<file path="config.mk">
export PLATFORM = sky130hd
export DESIGN_NAME = snpid_div
export DESIGN_NICKNAME = d
export VERILOG_FILES = /design/src/design/snpid_pkg.sv /design/src/design/snpid_div.sv
export SDC_FILE = /design/constraint.sdc
export NUM_CORES = 1
export LEC_CHECK = 0
export BUFFER_PORTS_ARGS = -buffer_cell sky130_fd_sc_hd__buf_2
export CORE_MARGIN = 3
export CORE_UTILIZATION = 40
export DETAILED_ROUTE_END_ITERATION = 6
export PLACE_DENSITY = 0.65
export REMOVE_ABC_BUFFERS = 1
export SLEW_MARGIN = 20
export SYNTH_ARGS = -nofsm -noshare
export SYNTH_HDL_FRONTEND = slang
export SYNTH_SLANG_ARGS = --single-unit
export TNS_END_PERCENT = 5
</file>
<file path="constraint.sdc">
create_clock -name aclk -period 2.9 [get_ports aclk]
set_input_delay 0.29 -clock aclk [delete_from_list [all_inputs] [get_ports aclk]]
set_output_delay 0.29 -clock aclk [all_outputs]
set_load 0.1 [all_outputs]
</file>
<file path="src/design/snpid_pkg.sv">
// Shared types, constants and saturation helpers for the single-neuron PID core.
// No dependencies; used by snpid_div and single_neuron_adaptive_pid_core.
`timescale 1ns / 1ps
package snpid_pkg;

    // sequencer states, one-hot
    typedef enum logic [4:0] {
        ST_IDLE = 5'b00001,
        ST_PREP = 5'b00010,
        ST_MUL  = 5'b00100,
        ST_DIV  = 5'b01000,
        ST_DONE = 5'b10000
    } state_t;

    // divider geometry: 64-bit magnitude over a 34-bit weight sum, 32-bit quotient
    localparam int DIV_NW = 64;
    localparam int DIV_DW = 34;
    localparam int DIV_QW = 32;
    localparam int DIV_CW = $clog2(DIV_QW);

    // configuration register indexes
    localparam int CFG_IDX_W = 3;
    localparam logic [CFG_IDX_W-1:0] REG_GAIN   = 3'd0;
    localparam logic [CFG_IDX_W-1:0] REG_RATE_P = 3'd1;
    localparam logic [CFG_IDX_W-1:0] REG_RATE_I = 3'd2;
    localparam logic [CFG_IDX_W-1:0] REG_RATE_D = 3'd3;
    localparam logic [CFG_IDX_W-1:0] REG_INIT_P = 3'd4;
    localparam logic [CFG_IDX_W-1:0] REG_INIT_I = 3'd5;
    localparam logic [CFG_IDX_W-1:0] REG_INIT_D = 3'd6;

    // multiply steps of one control item
    typedef logic [3:0] op_t;
    localparam op_t OP_WI_ERR  = 4'd0;
    localparam op_t OP_WP_D1   = 4'd1;
    localparam op_t OP_WD_D2   = 4'd2;
    localparam op_t OP_GAIN    = 4'd3;
    localparam op_t OP_ERR_DRV = 4'd4;
    localparam op_t OP_A_ERR   = 4'd5;
    localparam op_t OP_A_D1    = 4'd6;
    localparam op_t OP_A_D2    = 4'd7;
    localparam op_t OP_RATE_I  = 4'd8;
    localparam op_t OP_RATE_P  = 4'd9;
    localparam op_t OP_RATE_D  = 4'd10;

    localparam logic [31:0] WEIGHT_RESET = 32'd1677722;
    localparam logic [15:0] GAIN_RESET   = 16'd2048;
    localparam logic [15:0] RATE_P_RESET = 16'd3482;
    localparam logic [15:0] RATE_I_RESET = 16'd0;
    localparam logic [15:0] RATE_D_RESET = 16'd1024;

    localparam logic signed [49:0] S32_MAX = 50'sd2147483647;
    localparam logic signed [49:0] S32_MIN = -50'sd2147483648;

    function automatic logic ovf32(input logic signed [49:0] v);
        return (v > S32_MAX) || (v < S32_MIN);
    endfunction

    function automatic logic signed [31:0] sat32(input logic signed [49:0] v);
        logic signed [31:0] r;
        if (v > S32_MAX) begin
            r = 32'sh7FFFFFFF;
        end else if (v < S32_MIN) begin
            r = 32'sh80000000;
        end else begin
            r = v[31:0];
        end
        return r;
    endfunction

    function automatic logic signed [49:0] sx50(input logic signed [31:0] v);
        return {{18{v[31]}}, v};
    endfunction

endpackage

</file>
<file path="src/design/snpid_div.sv">
// Restoring radix-2 divider, one quotient bit per cycle.
// Depends on snpid_pkg for its widths.
`timescale 1ns / 1ps
module snpid_div (
    input  logic                           aclk,
    input  logic                           aresetn,
    input  logic                           start,
    input  logic [snpid_pkg::DIV_NW-1:0]   num,
    input  logic [snpid_pkg::DIV_DW-1:0]   den,
    output logic                           done,
    output logic [snpid_pkg::DIV_QW-1:0]   quot
);
    import snpid_pkg::*;

    logic [DIV_DW-1:0] rem_reg, rem_next;
    logic [DIV_QW-1:0] ql_reg, ql_next;
    logic [DIV_CW-1:0] cnt_reg, cnt_next;
    logic              busy_reg, busy_next;
    logic              done_reg, done_next;
    logic [DIV_DW:0]   trial;
    logic              ge;

    // quotient fits in 32 bits, so the upper numerator half starts below den
    always_comb begin
        trial     = {rem_reg, ql_reg[DIV_QW-1]};
        ge        = trial >= {1'b0, den};
        rem_next  = rem_reg;
        ql_next   = ql_reg;
        cnt_next  = cnt_reg;
        busy_next = busy_reg;
        done_next = 1'b0;
        if (start) begin
            rem_next  = {{(DIV_DW-DIV_QW){1'b0}}, num[DIV_NW-1:DIV_QW]};
            ql_next   = num[DIV_QW-1:0];
            cnt_next  = '0;
            busy_next = 1'b1;
        end else if (busy_reg) begin
            rem_next = ge ? DIV_DW'(trial - {1'b0, den}) : trial[DIV_DW-1:0];
            ql_next  = {ql_reg[DIV_QW-2:0], ge};
            cnt_next = cnt_reg + 1'b1;
            if (cnt_reg == DIV_CW'(DIV_QW - 1)) begin
                busy_next = 1'b0;
                done_next = 1'b1;
            end
        end
    end

    always_ff @(posedge aclk) begin
        rem_reg <= rem_next;
        ql_reg  <= ql_next;
        cnt_reg <= cnt_next;
        if (!aresetn) begin
            busy_reg <= 1'b0;
            done_reg <= 1'b0;
        end else begin
            busy_reg <= busy_next;
            done_reg <= done_next;
        end
    end

    assign done = done_reg;
    assign quot = ql_reg;

endmodule

</file>
==> key figures, run 1 <==
Run status
  • Status: complete, but fails checks
  • Failing checks: negative setup slack

Setup path
  • Critical path startpoint category: flop
  • Crit-path max cell delay: 0.43 ns
  • Setup crit end kind: flop
  • Worst path cell trace: inv_1 > ha_2 > fa_2 > nand2b_4 > a21oi_2 > o41a_1 > a21o_1 > a31o_4 > mux2_4 > a2111oi_2 > a311o_1
  • Buf+Inv Stages, Crit Path: 1
  • CP Data Required Time: 3.10 ns
  • Slowest cell on crit path: o41a_1
  • Max FO, Critical Path: 4
  • Critical Path AT: 3.11 ns
  • Setup CP Type: flop to flop
  • Delay-heaviest family, CP: compound AO/OA/AOI/OAI gates

Yosys
  • Mux cell area share after synthesis: roughly 7.2%
  • XOR/XNOR Fraction of Synth Area: under 10%
  • Synth warn: 0
  • Mapped Cells: between 600 and 700
  • Post-synth top area cell: edfxtp_1
  • Syn Area/Cell: roughly 9.5 µm²
  • Synth top area cells: edfxtp_1 (33%), ha_1 (7.8%), mux2_2 (6.0%)
  • Top FF cell, synth: edfxtp_1
  • Post-Synth Adder-Cell Area: 8.12%
  • Main combinational cell family by area after synthesis: compound AO/OA/AOI/OAI gates
  • Synth Area in Simple Gates: roughly 18%
  • Synth async-reset ratio: 0%
  • Distinct cell type count after synthesis: 71
  • Post-synth EDFFs: 64
  • Synth Area in Compound Gates: about a fifth
  • Synth top area share: between 30% and 40%
  • Sequential area share after synthesis: approximately 36%
  • Synthesized area: just under 0.006 mm²
  • Seq cells post-synth: between 70 and 80

Floorplanning
  • Row count: 43
  • IO Pins: between 100 and 150
  • Core area: between 0.01 and 0.015 mm²
  • Die X: 126 µm
  • Initial Utilization: around two fifths
  • Die H: about 130 µm
  • Die area: approximately 0.016 mm²

Finish
  • Final nets: roughly 940
  • Storage element area: roughly 0.0021 mm²
  • Fill cells: 1258
  • Final Instance Area: around 0.008 mm²
  • Antenna cell count: 0
  • Area growth from synthesis to layout: 35.4%
  • Max reg flops: 34
  • Final core area utilization: 55.8%
  • Footprint of the multi-input gates: roughly 0.0037 mm²
  • Final Instance Count excl. Fillers: slightly below 1000
  • Share of cells above drive strength 1: 40.5%

Global route
  • First-pass GRT wire length: ~27 mm
  • Global Route Usage Sum: a little over a fifth
  • Initial antenna violation count: 0
  • Largest net degree at the start of global routing: 42
  • Vias in the first global route: between 5000 and 6000
  • GRT overflow: 0

Clocking
  • Clk sink count: 73
  • Clk root buf: clkbuf_16
  • CTS buffer count: 9
  • Hold buffers post-CTS: 0
  • Clk slew on worst S/H paths: about 0.060 ns
  • Depth of the CTS H-tree: 3
  • Clk_lat worst skew: approximately 0.34 ns
  • CTS tree: built
  • Clock tree buffer depth: 2

Timing
  • Slew @ Worst Pin: just over 0.5 ns
  • RSZ-0062 raised after global routing: true
  • WHS: 0.205 ns
  • Post-layout min period: between 2 and 3 ns
  • Setup ws final: -0.00794 ns
  • Rel. slew slack: between 60% and 70%
  • Final Setup Violations: 1
  • Endpoints failing hold: 0
  • Final Max Tran Viols: 0
  • Setup Skew: ~0.0084 ns
  • FMAX: between 300 and 400 MHz
  • Period utilization: 100%

Routing
  • Total Routed Length: between 15 and 20 mm
  • DR iter-0 viols: 392
  • DR vias: 5526
  • ANT nets after route: 0
  • DRC viols: 0
  • Drt wl/cell: between 15 and 20 µm
  • Post-DR vias/cell: roughly 5.6
  • Drt first pass iters: 5

Place
  • Number of port buffers: between 100 and 150
  • DP Area: roughly 0.007 mm²
  • RD Place Congestion: 0.927
  • DP HPWL: approximately 13 mm
  • Dpl cells: approximately 970

Power
  • Sequential share of power: approximately 27%
  • Clock power frac: ~22%
  • Switching share of power: between 30% and 40%
  • Pwr dens: 691 mW/mm²
  • P_leak: roughly 3.4 nW
  • Worst vdd ir: about 0.00043 V
  • Pint: about 3.3 mW
  • Net Sw Power: roughly 2.1 mW
  • Logic pwr share: 50.7%

Run
  • Max-cap violations: 0

Min path
  • Min-Delay Path Class: input port to flop
-- layer usage --
metal  vias up  wire (µm)  track usage (%)
met2       209       7840             33.3
met3        17       1220             4.72
met5         -          0                0
li1       2681          -                -
met1      2619       7790             28.2
met4         0        224             6.81
-- cell usage after synthesis (6+ instances only) --
| cell | count |
|---|---|
| nand2b_1 | 9 |
| xnor2_1 | 15 |
| nand4_1 | 23 |
| o21ai_0 | 25 |
| nand3_1 | 14 |
| o31ai_1 | 9 |
| buf_2 | 7 |
| nor3_1 | 17 |
| a31oi_1 | 12 |
| a211oi_1 | 6 |
| a41oi_1 | 7 |
| buf_6 | 6 |
| ha_1 | 36 |
| and3_1 | 8 |
| xor2_1 | 14 |
| a21oi_1 | 24 |
| o311ai_1 | 13 |
| nand2_1 | 45 |
| dfxtp_1 | 9 |
| and2_1 | 11 |
| edfxtp_1 | 64 |
| inv_1 | 39 |
| a21o_1 | 20 |
| mux2_2 | 31 |
| nor2_1 | 44 |
| clkbuf_1 | 17 |
-- what timing repair did --
item | CTS | global route
pin swaps | 4 | 13
setup endpoints to repair | 29 | 33
resized for setup | 12 | 40
setup buffers | 1 | 3
-- power by group through the flow --
stage | Combinational (mW) | Clock (mW) | Sequential, mW
2_1_floorplan | 1.32 | 0 | 1.79
3_3_place_gp | 2.47 | 0 | 1.46
3_5_place_dp | 2.51 | 0 | 1.46
4_1_cts | 2.57 | 1.24 | 1.45
5_1_grt | 2.96 | 1.27 | 1.49
6_report | 2.75 | 1.21 | 1.47
-- final timing paths --
| path | startpoint | end | slack (ns) | cells after the start |
|---|---|---|---|---|
| worst min register to register | cnt_reg[4]$_SDFFE_PP0P_ | cnt_reg[4]$_SDFFE_PP0P_ | 0.51 | 2 |
| worst max register to register | quot[31]$_DFFE_PP_ | rem_reg[24]$_DFFE_PP_ | -0.008 | 11 |
| worst max-delay path | quot[31]$_DFFE_PP_ | rem_reg[24]$_DFFE_PP_ | -0.008 | 11 |
| worst min-delay path | aresetn | done$_SDFF_PP0_ | 0.20 | 2 |
-- cell families after synthesis --
group	count (synthesis)
and+or+nand+nor	197
xor gates and xnor gates	29
muxes	37
DFF	73
adders and majority gates	37
buffers and inverters	75
AOI/OAI and AO/OA	159
-- cell usage in the layout, fill, tap and decap left out, types with 5 or more instances in the layout --
cell / instances
nand2b_1: 8
o311ai_2: 5
xnor2_1: 15
a21o_1: 20
buf_4: 81
o21ai_0: 24
a41oi_1: 6
buf_2: 133
o311ai_1: 7
ha_4: 14
edfxtp_1: 64
and2_1: 11
nand2_1: 45
clkbuf_16: 9
dfxtp_1: 9
xor2_1: 14
a21oi_1: 21
and3_1: 8
a21oi_2: 5
nor2_1: 43
ha_1: 19
nor3_1: 14
inv_1: 39
o31ai_1: 8
mux2_2: 31
buf_6: 6
a31oi_1: 12
nand3_1: 14
o211ai_1: 5
nand4_1: 23
-- stage by stage --
step	power (mW)	setup TNS [ns]	setup slack, ns
after CTS	5.26	-0.0451	-0.0260
after global routing	5.71	-0.812	-0.118
final	5.42	-0.00794	-0.00794
after detailed placement	3.97	-1.97	-0.136
after global placement	3.93	-0.930	-0.0926
after floorplan	3.11	-15.49	-0.586
-- layout make-up --
class / count / share of cell area, %
Timing Repair Buffer: 221 / 17.4
Clock buffer: 11 / 2.97
Inverter: 39 / 1.87
Clock inverter: 5 / 1.04
Sequential cell: 73 / 26.8
Tap cell: 180 / 2.87
Multi-Input combinational cell: 459 / 47.1
Note: power is estimated with default switching activity, not from simulation.
==> run 2, diff against run 1 <==
PLACE_DENSITY = 0.62   (was 0.65)
clock period = 3.3 ns   (was 2.9 ns; I/O delays follow)
==> run 2 against run 1 <==
The run now ends clean; combinational power is 27% lower; cell area is 11% lower; utilization is 6.0 points lower; non-clock buffer count is 62 lower; clock skew is 0.00079 ns higher; via count is 5.3% lower; maximum frequency is 6.4% lower; die area stayed put; global-route usage is 0.47 points lower; critical path type unchanged; critical endpoint is now rem_reg[1]$_DFFE_PP_; largest cell class unchanged; largest power group unchanged; highest routed layer unchanged.
==> key figures, run 2 (same netlist as run 1, synthesis figures left out) <==
Run status
  • Status: completed (was complete, but fails checks)

Place
  • DP HPWL: 12.2 mm (was 12.6 mm)
  • DP Worst Slack: 0.116 ns (was -0.136 ns)
  • DP Area: 0.00670 mm² (was 0.00713 mm²)
  • Number of port buffers: 133 (unchanged)
  • Dpl cells: 909 (was 968)
  • RD Place Congestion: 0.931 (was 0.927)

Timing
  • Setup ws final: 0.194 ns (was -0.00794 ns)
  • Slew @ Worst Pin: 0.498 ns (was 0.508 ns)
  • Rel. slew slack: 67.0% (was 66.1%)
  • Endpoints failing hold: 0 (unchanged)
  • Final Max Tran Viols: 0 (unchanged)
  • Final Setup Violations: 0 (was 1)
  • Period utilization: 94.1% (was 100%)
  • RSZ-0062 raised after global routing: false (was true)
  • FMAX: 322 MHz (was 344 MHz)
  • Post-layout min period: 3.11 ns (was 2.91 ns)
  • Setup Skew: 0.00923 ns (was 0.00844 ns)

Routing
  • ANT nets after route: 0 (unchanged)
  • Total Routed Length: 16.5 mm (was 17.1 mm)
  • Drt first pass iters: 5 (unchanged)
  • Post-DR vias/cell: 5.65 (was 5.59)
  • DR iter-0 viols: 380 (was 392)
  • DRC viols: 0 (unchanged)
  • Drt wl/cell: 17.8 µm (was 17.3 µm)
  • DR vias: 5234 (was 5526)

Floorplanning
  • Row count: 43 (unchanged)
  • Initial Utilization: 41.3% (unchanged)
  • Die X: 126 µm (unchanged)
  • Core area: 0.0140 mm² (unchanged)
  • IO Pins: 134 (unchanged)
  • Die area: 0.0160 mm² (unchanged)
  • Die H: 126 µm (unchanged)

Global route
  • Vias in the first global route: 5332 (was 5552)
  • Global Route Usage Sum: 20.4% (was 20.9%)
  • Largest net degree at the start of global routing: 53 (was 42)
  • GRT overflow: 0 (unchanged)
  • First-pass GRT wire length: 26.8 mm (was 27.4 mm)
  • Initial antenna violation count: 0 (unchanged)

Setup path
  • Critical Path AT: 3.17 ns (was 3.11 ns)
  • Max FO, Critical Path: 20 (was 4)
  • Critical path startpoint category: flop (unchanged)
  • Critical R2R Launch: rem_reg[21]$_DFFE_PP_ (was quot[31]$_DFFE_PP_)
  • Setup CP Type: flop to flop (unchanged)
  • Flop-to-flop setup slack: 0.19 ns (was -0.008 ns)
  • Setup crit end kind: flop (unchanged)
  • Crit path from: rem_reg[21]$_DFFE_PP_ (was quot[31]$_DFFE_PP_)
  • CP Data Required Time: 3.36 ns (was 3.10 ns)

Finish
  • Max reg flops: 34 (unchanged)
  • Fill cells: 1323 (was 1258)
  • Area growth from synthesis to layout: 20.9% (was 35.4%)
  • Final Instance Count excl. Fillers: 926 (was 988)
  • Share of cells above drive strength 1: 30.4% (was 40.5%)
  • Storage element area: 0.00210 mm² (unchanged)
  • Final Instance Area: 0.00700 mm² (was 0.00784 mm²)
  • Most frequent cells in the layout: buf_2 (132), edfxtp_1 (64), nand2_1 (45) (was buf_2 (133), buf_4 (81), edfxtp_1 (64))
  • Antenna cell count: 0 (unchanged)
  • Final core area utilization: 49.9% (was 55.8%)
  • Final nets: 879 (was 941)
  • Footprint of the multi-input gates: 0.00335 mm² (was 0.00369 mm²)
  • Commonest non-fill, non-tap cell in the layout: buf_2 (unchanged)

Power
  • P_leak: 3.06 nW (was 3.40 nW)
  • Worst vdd ir: 0.000347 V (was 0.000433 V)
  • Logic pwr share: 47.1% (was 50.7%)
  • Clock power frac: 23.2% (was 22.2%)
  • Switching share of power: 41.2% (was 39.6%)
  • Net Sw Power: 1.77 mW (was 2.15 mW)
  • Pwr dens: 612 mW/mm² (was 691 mW/mm²)
  • Tot Pwr: 4.28 mW (was 5.42 mW)
  • Sequential share of power: 29.7% (was 27.1%)
  • Pint: 2.52 mW (was 3.28 mW)

Clocking
  • Clk slew on worst S/H paths: 0.06 ns (about the same)
  • Hold buffers post-CTS: 0 (unchanged)
  • CTS buffer count: 9 (unchanged)
  • Depth of the CTS H-tree: 3 (unchanged)
  • Clock tree buffer depth: 2 (unchanged)
  • Clk root buf: clkbuf_16 (unchanged)
  • Clk_lat worst skew: 0.34 ns (about the same)
  • Clk sink count: 73 (unchanged)
  • CTS tree: built (unchanged)

Run
  • Max-cap violations: 0 (unchanged)

Min path
  • Min-Delay Path Class: input port to flop (unchanged)
  • Hold Startpoint: aresetn (unchanged)
[run 2: per-stage QoR]
step                      TNS, ns  hold WS, ns
final                           0        0.226
after global routing            0        0.222
after CTS                       0        0.216
after detailed placement        0        0.493
after global placement          0        0.480
after floorplan             -2.36        0.398
[run 2: power groups by stage]
stage,Combinational [mW],Sequential [mW],Clock (mW)
5_1_grt,2.19,1.29,1.06
3_5_place_dp,1.99,1.28,0
6_report,2.02,1.27,0.995
3_3_place_gp,1.97,1.28,0
4_1_cts,2.00,1.27,1.02
2_1_floorplan,1.16,1.57,0
[run 2: layer usage]
metal | track usage, % | up-vias | share of wire (%)
met1 | 28.1 | 2468 | 47
met4 | 5.30 | 0 | 1.7
met2 | 31.8 | 182 | 44
met3 | 5.64 | 21 | 7.3
li1 | - | 2563 | -
met5 | 0 | - | 0
[run 2: final timing paths]
check / cells after the start / to
setup / recovery: 10 / rem_reg[1]$_DFFE_PP_
hold / removal: 2 / done$_SDFF_PP0_
setup reg to reg: 10 / rem_reg[1]$_DFFE_PP_
hold reg to reg: 2 / cnt_reg[4]$_SDFFE_PP0P_
[run 2: critical path, cell delays in order, from the launching register on]
cell	delay [ns]
edfxtp_1	0.40
ha_1	0.41
a21oi_2	0.16
o21ai_1	0.09
or3_1	0.34
or3_4	0.36
o2111ai_4	0.24
a21o_1	0.28
buf_4	0.30
a21o_1	0.15
a31oi_1	0.08
[run 2: final cells by class]
type                       count  share of cell area (%)
clock buffer                   9                    3.22
clock inverter                 7                    1.00
inverter                      39                    2.09
multi-input combinational    459                    47.8
sequential                    73                    30.0
tap                          180                    3.22
timing repair buffer         159                    12.7
[run 2: what timing repair did]
action / 4_1_cts / 5_1_grt
resized for setup: 0 / 0
buffers inserted: 0 / 1
endpoints found under the setup margin: 0 / 3
==> run 3, diff against run 2 <==
ABC_AREA = 1   (was not set)
==> run 3 against run 2 <==
Die area is 8.8% higher; non-clock buffer count fell by 18; area after synthesis grew 9.2%; cell area grew 7.0%; first-iteration DRC count increased by 14%; register-to-register slack better by 0.51 ns; largest power group unchanged.
==> key figures, run 3 <==
Run status
  • Status: completed (unchanged)

Clocking
  • Setup bufs post-CTS: 0 (unchanged)
  • Clk slew on worst S/H paths: 0.07 ns (was 0.06 ns)
  • Depth of the CTS H-tree: 3 (unchanged)
  • Clock tree buffer depth: 2 (unchanged)
  • Clk_lat worst skew: 0.35 ns (was 0.34 ns)
  • Clk sink count: 73 (unchanged)
  • CTS tree: built (unchanged)
  • # resized after CTS: 0 (unchanged)
  • Clk root buf: clkbuf_16 (unchanged)
  • CTS buffer count: 9 (unchanged)
  • Hold buffers post-CTS: 0 (unchanged)

Timing
  • Period utilization: 78.8% (was 94.1%)
  • Endpoints failing hold: 0 (unchanged)
  • Rel. slew slack: 57.3% (was 67.0%)
  • Slew @ Worst Pin: 0.640 ns (was 0.498 ns)
  • Setup Skew: 0.00932 ns (was 0.00923 ns)
  • Final Max Tran Viols: 0 (unchanged)
  • RSZ-0062 raised after global routing: false (unchanged)
  • WHS: 0.224 ns (was 0.226 ns)
  • FMAX: 384 MHz (was 322 MHz)
  • Final Setup Violations: 0 (unchanged)
  • Setup ws final: 0.699 ns (was 0.194 ns)
  • Post-layout min period: 2.60 ns (was 3.11 ns)
  • Final TNS setup: 0 ns (unchanged)

Yosys
  • Distinct cell type count after synthesis: 38 (was 71)
  • Most frequent cell after synthesis: nand2_1 (was edfxtp_1)
  • Synthesized area: 0.00633 mm² (was 0.00579 mm²)
  • Synth top area cells: edfxtp_1 (30%), nand2_1 (25%), inv_1 (9.4%) (was edfxtp_1 (33%), ha_1 (7.8%), mux2_2 (6.0%))
  • Post-synth top area cell: edfxtp_1 (unchanged)
  • Synth top area share: 30.4% (was 33.2%)
  • Post-synth EDFFs: 64 (unchanged)
  • Seq cells post-synth: 73 (unchanged)
  • Synth async-reset ratio: 0% (unchanged)
  • Top FF cell, synth: edfxtp_1 (unchanged)
  • Sequential area share after synthesis: 33.2% (was 36.3%)
  • Syn Area/Cell: 6.56 µm² (was 9.54 µm²)
  • Mapped Cells: 964 (was 607)
  • Synth warn: 0 (unchanged)
  • Synth cell count leaders: nand2_1 (422), inv_1 (158), edfxtp_1 (64) (was edfxtp_1 (64), nand2_1 (45), nor2_1 (44))

Setup path
  • Crit path from: rem_reg[31]$_DFFE_PP_ (was rem_reg[21]$_DFFE_PP_)
  • Crit-path max cell delay: 0.39 ns (was 0.41 ns)
  • Critical path startpoint category: flop (unchanged)
  • Critical Path AT: 2.69 ns (was 3.17 ns)
  • Flop-to-flop setup slack: 0.70 ns (was 0.19 ns)
  • CP Data Required Time: 3.39 ns (was 3.36 ns)
  • Slowest cell on crit path: edfxtp_1 (was ha_1)
  • Critical R2R Launch: rem_reg[31]$_DFFE_PP_ (was rem_reg[21]$_DFFE_PP_)
  • Max FO, Critical Path: 23 (was 20)
  • Critical Path Sink: rem_reg[15]$_DFFE_PP_ (was rem_reg[1]$_DFFE_PP_)
  • Setup CP Type: flop to flop (unchanged)
  • RR Endpoint: rem_reg[15]$_DFFE_PP_ (was rem_reg[1]$_DFFE_PP_)
  • Setup crit end kind: flop (unchanged)
  • Worst r2r path cells: 9 (was 10)
  • Worst path cell trace: ha_1 > a21o_1 > a21boi_0 > o21ai_1 > a21oi_4 > buf_4 > nand3b_1 > nand3_1 > nand2_1 (was ha_1 > a21oi_2 > o21ai_1 > or3_1 > or3_4 > o2111ai_4 > a21o_1 > buf_4 > a21o_1 > a31oi_1)

Power
  • P_leak: 4.17 nW (was 3.06 nW)
  • Pwr dens: 586 mW/mm² (was 612 mW/mm²)
  • Tot Pwr: 4.39 mW (was 4.28 mW)
  • Worst vdd ir: 0.000344 V (was 0.000347 V)

Finish
  • Commonest non-fill, non-tap cell in the layout: nand2_1 (was buf_2)
  • Fill cells: 1689 (was 1323)
  • Antenna cell count: 0 (unchanged)
  • Max reg flops: 34 (unchanged)
  • Most frequent cells in the layout: nand2_1 (422), inv_1 (156), buf_2 (133) (was buf_2 (132), edfxtp_1 (64), nand2_1 (45))
  • Area growth from synthesis to layout: 18.4% (was 20.9%)
  • Final nets: 1231 (was 879)
  • Share of cells above drive strength 1: 16.9% (was 30.4%)

Routing
  • DR vias: 6218 (was 5234)
  • Post-DR vias/cell: 4.75 (was 5.65)
  • DR iter-0 viols: 435 (was 380)
  • DRC viols: 0 (unchanged)
  • Total Routed Length: 18.1 mm (was 16.5 mm)
  • Drt wl/cell: 13.9 µm (was 17.8 µm)
  • ANT nets after route: 0 (unchanged)
  • Drt first pass iters: 5 (unchanged)

Min path
  • Min-Delay Path Class: input port to flop (unchanged)

Place
  • RD Place Congestion: 0.910 (was 0.931)
  • DP HPWL: 14.3 mm (was 12.2 mm)
  • DP Worst Slack: 0.662 ns (was 0.116 ns)
  • Number of port buffers: 133 (unchanged)

Global route
  • Largest net degree at the start of global routing: 39 (was 53)
  • Global Route Usage Sum: 21.0% (was 20.4%)
  • GRT overflow: 0 (unchanged)
  • Vias in the first global route: 6132 (was 5332)
  • First-pass GRT wire length: 29.8 mm (was 26.8 mm)
  • Initial antenna violation count: 0 (unchanged)

Floorplanning
  • Die H: 132 µm (was 126 µm)
  • Initial Utilization: 41.3% (about the same)
  • IO Pins: 134 (unchanged)
  • Die area: 0.0174 mm² (was 0.0160 mm²)
  • Row count: 45 (was 43)
  • Core area: 0.0153 mm² (was 0.0140 mm²)
  • Die X: 132 µm (was 126 µm)

Run
  • Max-cap violations: 0 (unchanged)
-- run 3: where the power goes --
part | internal [mW] | leakage (nW) | switching [mW]
logic | 0.664 | 3.30 | 1.44
registers | 1.18 | 0.728 | 0.0758
clock network | 0.592 | 0.142 | 0.439
-- run 3: layout make-up --
class / count / area (µm²) / area share, %
sequential: 73 / 2100 / 28.0
timing repair buffer: 141 / 726 / 9.68
multi-input combinational: 704 / 3490 / 46.5
inverter: 164 / 616 / 8.21
tap: 211 / 264 / 3.52
clock inverter: 7 / 76.3 / 1.02
clock buffer: 9 / 225 / 3.00
-- run 3: metrics by stage --
step | std cells | utilization [%] | area (µm²)
3_3_place_gp | 1293 | 47.0 | 7190
3_5_place_dp | 1293 | 47.0 | 7190
2_1_floorplan | 941 | - | 6200
4_1_cts | 1309 | 48.9 | 7500
6_report | 1309 | 48.9 | 7500
5_1_grt | 1309 | 48.9 | 7500
-- run 3: worst min-delay path by stage --
stage	start	end	slack [ns]	cells past startpoint
after floorplan	start	cnt_reg[2]$_SDFFE_PP0P_	0.41	1
after global placement	rem_reg[33]$_SDFFE_PP0P_	rem_reg[33]$_SDFFE_PP0P_	0.47	2
after detailed placement	rem_reg[32]$_SDFFE_PP0P_	rem_reg[32]$_SDFFE_PP0P_	0.47	2
after CTS	aresetn	busy_reg$_SDFF_PN0_	0.21	3
after global routing	aresetn	done$_SDFF_PP0_	0.23	2
final	aresetn	busy_reg$_SDFF_PN0_	0.22	3
-- run 3: logic make-up (layout without fill, tap and decap cells) --
| group | Yosys count | in the layout | share of synthesized area, % |
|---|---|---|---|
| simple gates | 600 | 600 | 40.7 |
| buf+inv | 187 | 321 | 11.7 |
| flops | 73 | 73 | 33.2 |
| compound gates | 50 | 50 | 4.63 |
| fa+ha+maj | 37 | 37 | 7.43 |
| xor+xnor | 17 | 17 | 2.35 |
-- run 3: metal layers --
metal	global-route usage [%]	routed length (µm)
met2	34.5	8080
met5	0	0
met4	6.48	312
met3	4.24	1060
met1	28.1	8690
-- run 3: critical path, delay by kind of cell, from the launching register on --
kind	cells	cell delay, ns
compound gates	4	0.90
buf+inv	1	0.33
flops	1	0.39
fa+ha+maj	1	0.39
simple gates	3	0.33
